**src/bsc_pkg.sv**
```systemverilog
`timescale 1ns / 1ps

package bsc_pkg;

    // parser phase of the element walk
    typedef enum logic [1:0] {
        PH_ID   = 2'd0,
        PH_LEN  = 2'd1,
        PH_BODY = 2'd2
    } bsc_phase_t;

    // security class codes
    typedef enum logic [1:0] {
        CLS_OPEN = 2'd0,
        CLS_WEP  = 2'd1,
        CLS_WPA  = 2'd2,
        CLS_WPA2 = 2'd3
    } bsc_class_t;

    localparam logic [7:0] ID_RSN    = 8'd48;
    localparam logic [7:0] ID_VENDOR = 8'd221;

    // body bytes tracked for the vendor oui/type check
    localparam logic [2:0] OUI_LEN = 3'd4;

    // one input transfer, as held in the input register
    typedef struct packed {
        logic [7:0] data_byte;
        logic       empty_item;
        logic       privacy;
        logic       last_item;
    } bsc_item_t;

    function automatic logic [7:0] wpa_oui_byte(input logic [1:0] idx);
        logic [7:0] val;
        case (idx)
            2'd0:    val = 8'h00;
            2'd1:    val = 8'h50;
            2'd2:    val = 8'hF2;
            2'd3:    val = 8'h01;
            default: val = 8'h00;
        endcase
        return val;
    endfunction

endpackage

```
**src/bsc_parser.sv**
```systemverilog
`timescale 1ns / 1ps

module bsc_parser
(
    input  logic                clk,
    input  logic                rst_n,
    input  logic                step,
    input  bsc_pkg::bsc_item_t  item,
    output bsc_pkg::bsc_class_t security_class
);
    import bsc_pkg::*;

    bsc_phase_t phase_reg, phase_next;
    logic [7:0] element_id_reg, element_id_next;
    logic [7:0] bytes_left_reg, bytes_left_next;
    logic [2:0] body_position_reg, body_position_next;
    logic       oui_match_reg, oui_match_next;
    logic       rsn_seen_reg, rsn_seen_next;
    logic       wpa_seen_reg, wpa_seen_next;

    logic [7:0] left_dec;

    always_ff @(posedge clk or negedge rst_n)
    begin
        if (!rst_n)
        begin
            phase_reg         <= PH_ID;
            element_id_reg    <= 8'd0;
            bytes_left_reg    <= 8'd0;
            body_position_reg <= 3'd0;
            oui_match_reg     <= 1'b0;
            rsn_seen_reg      <= 1'b0;
            wpa_seen_reg      <= 1'b0;
        end
        else if (step)
        begin
            phase_reg         <= phase_next;
            element_id_reg    <= element_id_next;
            bytes_left_reg    <= bytes_left_next;
            body_position_reg <= body_position_next;
            oui_match_reg     <= oui_match_next;
            rsn_seen_reg      <= rsn_seen_next;
            wpa_seen_reg      <= wpa_seen_next;
        end
    end

    always_comb
    begin
        phase_next         = phase_reg;
        element_id_next    = element_id_reg;
        bytes_left_next    = bytes_left_reg;
        body_position_next = body_position_reg;
        oui_match_next     = oui_match_reg;
        rsn_seen_next      = rsn_seen_reg;
        wpa_seen_next      = wpa_seen_reg;
        left_dec           = bytes_left_reg - 8'd1;

        if (!item.empty_item)
        begin
            case (phase_reg)
                PH_LEN:
                begin
                    bytes_left_next    = item.data_byte;
                    body_position_next = 3'd0;
                    oui_match_next     = 1'b1;
                    if (item.data_byte == 8'd0)
                    begin
                        // zero-length element completes here, too short for vendor match
                        phase_next = PH_ID;
                        if (element_id_reg == ID_RSN)
                            rsn_seen_next = 1'b1;
                    end
                    else
                        phase_next = PH_BODY;
                end
                PH_BODY:
                begin
                    if (body_position_reg < OUI_LEN)
                    begin
                        if (item.data_byte != wpa_oui_byte(body_position_reg[1:0]))
                            oui_match_next = 1'b0;
                        body_position_next = body_position_reg + 3'd1;
                    end
                    bytes_left_next = left_dec;
                    if (left_dec == 8'd0)
                    begin
                        phase_next = PH_ID;
                        if (element_id_reg == ID_RSN)
                            rsn_seen_next = 1'b1;
                        if (element_id_reg == ID_VENDOR && body_position_next >= OUI_LEN
                            && oui_match_next)
                            wpa_seen_next = 1'b1;
                    end
                end
                default:
                begin
                    element_id_next = item.data_byte;
                    phase_next      = PH_LEN;
                end
            endcase
        end

        if (!item.privacy)
            security_class = CLS_OPEN;
        else if (rsn_seen_next)
            security_class = CLS_WPA2;
        else if (wpa_seen_next)
            security_class = CLS_WPA;
        else
            security_class = CLS_WEP;

        // frame end drops everything, including a truncated element
        if (item.last_item)
        begin
            phase_next         = PH_ID;
            element_id_next    = 8'd0;
            bytes_left_next    = 8'd0;
            body_position_next = 3'd0;
            oui_match_next     = 1'b0;
            rsn_seen_next      = 1'b0;
            wpa_seen_next      = 1'b0;
        end
    end

endmodule

```
**src/beacon_security_classify_unit.sv**
```systemverilog
`timescale 1ns / 1ps

// beacon security classifier: takes the tagged-element region of a beacon one
// byte per transfer and walks it as id / length / body elements; a complete rsn
// element (id 48) marks wpa2, a complete vendor element (id 221) whose body starts
// 00 50 f2 01 marks wpa. the transfer with last_item high ends the frame and gives
// exactly one security_class (open when privacy is clear, else wpa2, wpa or wep);
// all other transfers give none, and a truncated final element is ignored. a
// transfer with empty_item high carries no byte but can still end the frame.
// throughput is one transfer per cycle unless the input register holds back: the
// per-byte parser step is combinational logic between the input register and the
// parser state. security_class is registered: the last item's transfer loads the
// input register, and the result register loads from it once the output is free.
// the input register only holds back while a finished class waits in the output
// register and the held item is itself a frame end.

module beacon_security_classify_unit
(
    input  logic                clk,
    input  logic                rst_n,
    input  logic                in_valid,
    output logic                in_ready,
    input  logic [7:0]          data_byte,
    input  logic                empty_item,
    input  logic                privacy,
    input  logic                last_item,
    output logic                out_valid,
    input  logic                out_ready,
    output logic [1:0]          security_class
);
    import bsc_pkg::*;

    // input register stage
    logic       s1_valid_reg;
    bsc_item_t  s1_item_reg;

    // result register stage
    logic       out_valid_reg;
    bsc_class_t out_class_reg;

    logic       out_free;
    logic       s1_fire;
    bsc_class_t class_now;

    // output slot is free when empty or being drained this cycle
    assign out_free = !out_valid_reg || out_ready;
    // a non-last item never needs the output slot
    assign s1_fire  = s1_valid_reg && (!s1_item_reg.last_item || out_free);
    assign in_ready = !s1_valid_reg || s1_fire;

    always_ff @(posedge clk or negedge rst_n)
    begin
        if (!rst_n)
            s1_valid_reg <= 1'b0;
        else if (in_ready)
            s1_valid_reg <= in_valid;
    end

    always_ff @(posedge clk)
    begin
        if (in_ready && in_valid)
        begin
            s1_item_reg.data_byte  <= data_byte;
            s1_item_reg.empty_item <= empty_item;
            s1_item_reg.privacy    <= privacy;
            s1_item_reg.last_item  <= last_item;
        end
    end

    bsc_parser u_parser
    (
        .clk            (clk),
        .rst_n          (rst_n),
        .step           (s1_fire),
        .item           (s1_item_reg),
        .security_class (class_now)
    );

    // result register: loaded on a frame-end transfer out of stage 1
    always_ff @(posedge clk or negedge rst_n)
    begin
        if (!rst_n)
            out_valid_reg <= 1'b0;
        else if (out_free)
            out_valid_reg <= s1_fire && s1_item_reg.last_item;
    end

    always_ff @(posedge clk)
    begin
        if (out_free && s1_fire && s1_item_reg.last_item)
            out_class_reg <= class_now;
    end

    assign out_valid      = out_valid_reg;
    assign security_class = out_class_reg;

endmodule

```
**config.mk**
```make
export PLATFORM = sky130hd
export DESIGN_NAME = beacon_security_classify_unit
export DESIGN_NICKNAME = d
export VERILOG_FILES = /design/src/bsc_pkg.sv /design/src/bsc_parser.sv /design/src/beacon_security_classify_unit.sv
export SDC_FILE = /design/constraint.sdc
export NUM_CORES = 1
export LEC_CHECK = 0
export ABC_AREA = 1
export BUFFER_PORTS_ARGS = -buffer_cell sky130_fd_sc_hd__buf_4
export CORE_ASPECT_RATIO = 0.5
export CORE_MARGIN = 3
export CORE_UTILIZATION = 34
export DETAILED_ROUTE_END_ITERATION = 10
export GPL_TIMING_DRIVEN = 0
export HOLD_SLACK_MARGIN = 0.15
export SETUP_SLACK_MARGIN = 0.05
export SYNTH_ARGS = -nofsm -noshare
export SYNTH_HDL_FRONTEND = slang
export SYNTH_HIERARCHICAL = 1
export SYNTH_SLANG_ARGS = --single-unit
```
**constraint.sdc**
```tcl
create_clock -name clk -period 2.1 [get_ports clk]
set_clock_uncertainty 0.15 [all_clocks]
set_input_delay 0.315 -clock clk [delete_from_list [all_inputs] [get_ports clk]]
set_output_delay 0.315 -clock clk [all_outputs]
set_load 0.02 [all_outputs]
```
=== Word-level counts from Yosys, hierarchy flattened ===
Cells that the tools add are included.

* Add/subtract/negate cells: 2
* Magnitude comparators: 2
* Eq/ne operators: 11
* Mux-type cells: 41
* Reductions and logical operators: 21

{| class="wikitable"
|+ Operator list
! cell !! number
|-
| $mux W8 || 8
|-
| $pmux W8 S4 || 1
|-
| $logic_not A8 Y1 || 2
|-
| $mux W1 || 16
|-
| $pmux W8 S2 || 1
|-
| $mux W3 || 5
|-
| $mux W2 || 6
|-
| $reduce_and A3 Y1 || 3
|-
| $eq A8 B6 Y1 const B || 1
|-
| $eq A8 B8 Y1 const B || 1
|-
| $ne A8 B8 Y1 || 1
|-
| $sub A8 B1 Y8 const B || 1
|-
| $logic_and A1 B1 Y1 || 7
|-
| $eq A2 B2 Y1 const B || 3
|-
| $pmux W3 S2 || 1
|-
| $eq A2 B1 Y1 const B || 2
|-
| $pmux W1 S2 || 2
|-
| $pmux W2 S2 || 1
|-
| $add A3 B1 Y3 const B || 1
|-
| $ge A3 B3 Y1 const B || 1
|-
| $logic_not A1 Y1 || 3
|-
| $logic_or A1 B1 Y1 || 3
|-
| $lt A3 B3 Y1 const B || 1
|-
| $ne A3 B2 Y1 const B || 1
|-
| 5 further kinds || 5
|}

* Register bits after elaboration: 39
* Input port bits: 15

=== Logic depth before layout (Yosys ltp) ===
* Word-level depth: 17
* Gate-level depth with buffers: 14

=== By module ===
The synthesis kept the hierarchy.

{| class="wikitable"
|+ By module, submodules not included
! module !! instances !! cells each !! area an instance (um^2) !! seq. area each (um^2)
|-
| bsc_parser || 1 || 225 || 1574.0 || 600.6
|-
| beacon_security_classify_unit || 1 || 28 || 500.5 || 440.4
|}

=== Worst setup path before layout ===
Ideal clock, no wire load.

* Kind: flip-flop to flip-flop
* Start point: register u_parser.bytes_left_reg[0]
* End point: register out_class_reg[0] (netlist: security_class[0]), data pin
* Data arrival time: 1480 ps
* Setup slack: 212 ps
* Stages on the path, launching flop included: 14
* Cells stage by stage: dfrtp_1 -> inv_1 -> ha_1 -> inv_1 -> nor2_1 -> nand4_1 -> nand2_1 -> inv_1 -> nand2_1 -> o21ai_0 -> nand3_1 -> nand2_1 -> nand2_1 -> a21oi_1

* Word-level cells in the longest chain between the ends: 7
* Elaborated cells on any way between the ends: 10
* Classes of those cells: add/sub (1); mux (8); reduce/logical (1)

{| class="wikitable"
|+ RTL lines
! item !! line !! text
|-
| from (decl) || bsc_parser.sv:15 || <nowiki>logic [7:0] bytes_left_reg, bytes_left_next;</nowiki>
|-
| from (signal assigned) || bsc_parser.sv:39 || <nowiki>bytes_left_reg <= bytes_left_next;</nowiki>
|-
| $sub A8 B1 Y8 (*) || bsc_parser.sv:56 || <nowiki>left_dec = bytes_left_reg - 8'd1;</nowiki>
|-
| $logic_not A8 Y1 (*) || bsc_parser.sv:85 || <nowiki>if (left_dec == 8'd0)</nowiki>
|-
| $mux W1 || bsc_parser.sv:85 ||
|-
| $mux W1 || bsc_parser.sv:60 || <nowiki>case (phase_reg)</nowiki>
|-
| $mux W1 || bsc_parser.sv:58 || <nowiki>if (!item.empty_item)</nowiki>
|-
| $mux W2 || bsc_parser.sv:107 || <nowiki>else if (wpa_seen_next)</nowiki>
|-
| $mux W2 (*) || bsc_parser.sv:105 || <nowiki>else if (rsn_seen_next)</nowiki>
|-
| to (signal assigned) || beacon_security_classify_unit.sv:91 || <nowiki>out_class_reg <= class_now;</nowiki>
|-
| to (decl) || beacon_security_classify_unit.sv:39 || <nowiki>bsc_class_t out_class_reg;</nowiki>
|}

Every way passes the cells marked *; elsewhere a longest branch is shown, timed or not.
A chain may end at the register's enable or synchronous reset.

=== Worst setup path after layout ===
Ends and elaborated chain as after synthesis.

==> impl_results.md <==
- Period utilisation layout: 95.7%
- Initial antenna violation count: 0
- Clock sink total: 39
- Worst-case reg-to-reg path depth: 12
- M1 wire length: 2280 µm
- Slew Limit Fails: 0
- Via count: 1811
- Rows: 19
- GRT Util Overall: 13.8%
- Cells after DPL: 344
- Syn_area_per_cell: 8.20 µm²
- Worst-skew pair later-pin latency: 270 ps
- Max incr delay on CP: 390 ps
- Initial Utilization: 36.5%
- RSZ-0062 raised after global routing: yes
- First-pass GRT wire length: 7640 µm
- Cell count after synthesis: 253
- Final wirelength: 4650 µm
- CTS tree: built
- Ant diodes: 0
- Clock Path Buffers: 2
- # H-tree levels: 2
- YS warnings: 6
- Multi-input combinational cell area: 922 µm²
- Worst hold stages: 4
- Final Critical Period: 2010 ps
- First-pass DRT Iterations: 4
- Grt ovf: 0
- DRC violations left: 0
- Top-level I/O count: 19
- Post-route insts no fill: 377
- Die area: 7130 µm²
- Crit-path leading delay family: simple AND/OR/NAND/NOR gates
- Status: finished clean
- Register area: 1040 µm²
- Hold Path Class: in -> reg
- Total Nets Final: 325
- Synthesized area: 2070 µm²
- Vias in the first global route: 1676
- Worst vdd ir: 534 µV
- Largest net degree at the start of global routing: 27
- Maximum clock frequency: 498 MHz
- Critical path buffer and inverter count: 2
- Max reg flops: 11
- Max-Cap Viols: 0
- Clock transition at the registers of the reported paths: 60 ps
- FILL cells: 515
- Die Height: 61.2 µm
- Core area: 5680 µm²
- Via density: 4.80
- Final setup margin: 91.0 ps
- Slew @ Worst Pin: 569 ps
- Syn nets: 275
- Place WS: -77.8 ps
- WL met3: 298 µm
- Final setup viols: 0
- Routed len/inst: 12.3 µm
- Synth top area share: 31.4%
- Crit. End Element: register
- Yosys cell types: 26
- Post-layout util: 49.0%
- Critical Path AT: 1980 ps
- Met2 Routed Length: 2040 µm
- Cts bufs inserted: 5
- DP HPWL: 3340 µm
- Routed Antenna Nets: 0
- Number of synthesized register bits: 39
- Setup_tns: 0 ps
- Max Used Layer: met4
- Slowest cell on the critical path: dfrtp_1
- Final hold violations: 0
- Critical path startpoint category: register
- Root Buffer: clkbuf_16
- Routability cong.: 0.863
- Crit path kind: reg -> reg
- Layout cells sized above 1: 23.4%
- Violation count after the first detailed-route iteration: 154
- Leak: 1.30 nW
- Die width: 116 µm
- Rel. slew slack: 62.0%
- Stages on worst setup path: 12
- CP cell instances: inv_2, ha_4, inv_4, nand2_1, nand3_2, nor2_2, nand3_1, o21ai_1, nand3_1, nand2_1, nand2_2, a21oi_1
- PwrDens: 1050 nW/µm²
- Post-synth top area cell: dfrtp_1
- Register area share after synthesis: 50.2%
- # port buffers: 18
- Area Overhead vs Synth: 34.3%
- Area contributors post-synth: dfrtp_1 (31%), edfxtp_1 (19%), nand2_1 (9.0%)
- Crit-path max FO: 6
- Critical Path RT: 2070 ps
[layer usage]
metal	vias to the layer above	GRT usage (%)
met2	54	22.1
met4	0	2.81
met1	824	19.2
met3	2	3.43
met5	-	0
li1	931	-
[timing repair]
item,in CTS,in global routing
hold endpoints to repair,38,0
gates cloned,0,0
gates resized for setup,4,26
buffers inserted,3,9
hold buffers,13,0
pin swaps,1,12
setup endpoints to repair,11,20
[placed cells by master, fill, tap and decap left out]
cell type,instances
xnor2_2,1
inv_6,1
o22ai_1,7
nor3_1,3
inv_2,7
dfrtp_1,26
clkinvlp_4,1
or2_2,1
nor4_1,3
nand3_1,16
clkbuf_1,1
a31oi_4,1
inv_4,1
nor3b_1,1
nand2_4,1
a211oi_1,1
bufinv_16,1
nor2_2,5
nand4_2,1
nand2_2,6
buf_4,30
dlygate4sd3_1,13
nand3_2,1
a21oi_2,1
nor3_2,1
ha_1,4
a21oi_1,11
nor2_4,2
o21ai_0,20
nor2_1,18
edfxtp_1,13
clkbuf_8,1
o21ai_1,6
inv_1,41
clkbuf_16,5
nand4_1,4
ha_4,2
ha_2,1
nand2_1,45
[power by group]
group	total (mW)	switching (mW)	internal, mW
Combinational	0.977	0.578	0.398
Sequential	1.06	0.119	0.938
Clock	0.890	0.293	0.597
Total	2.92	0.990	1.93
[synth_stat cells (all sizes together)]
cell / instances
nand4: 5
edfxtp: 13
o22ai: 7
or2: 1
nor4: 3
a31oi: 1
inv: 50
dfrtp: 26
nor3: 4
nor2: 25
ha: 7
xnor2: 1
a21oi: 12
nand3: 17
o21ai: 26
nor3b: 1
a211oi: 1
clkbuf: 1
nand2: 52
[worst min-delay path, stage by stage]
cell and delay (ps):
buf_4 70, inv_1 50, nand2_1 70, nand2_1 50
[per-stage QoR]
stage / power (mW) / hold slack (ps) / area (µm²)
final: 2.92 / 184 / 2790
after detailed placement: 1.85 / 105 / 2300
after global routing: 3.14 / 221 / 2790
after floorplan: 1.64 / -131 / 2070
after CTS: 2.79 / 186 / 2640
after global placement: 1.83 / 102 / 2300
[logic make-up (layout without fill, tap and decap cells)]
| group | Yosys count | in the layout | synth area share, % |
|---|---|---|---|
| AO/OA/AOI/OAI | 47 | 47 | 12.8 |
| flip-flops | 39 | 39 | 50.2 |
| AND/OR/NAND/NOR | 108 | 108 | 23.1 |
| adder cells (fa/ha/maj) | 7 | 7 | 4.22 |
| XOR/XNOR | 1 | 1 | 0.422 |
| buffers and inverters | 51 | 102 | 9.23 |
[cell type report]
class                           instances  share of cell area [%]
Buffer                                  1                   0.135
Multi-Input combinational cell        163                    33.1
Clock inverter                          2                    1.39
Timing Repair Buffer                   43                    12.8
Tap cell                               73                    3.28
Inverter                               50                    6.96
Clock buffer                            6                    4.99
Sequential cell                        39                    37.4
[final timing paths]
path                                                  from                    endpoint  slack (ps)
worst max register to register  u_parser/bytes_left_reg[0]           security_class[0]          90
worst max-delay path            u_parser/bytes_left_reg[0]           security_class[0]          90
worst min-delay path                             out_ready                   out_valid         180
min in group asynchronous                            rst_n  u_parser/bytes_left_reg[2]         340
worst min register to register       u_parser/rsn_seen_reg       u_parser/rsn_seen_reg         380
max in group asynchronous                            rst_n  u_parser/element_id_reg[6]        1200
(Power assumes the default switching activity.)
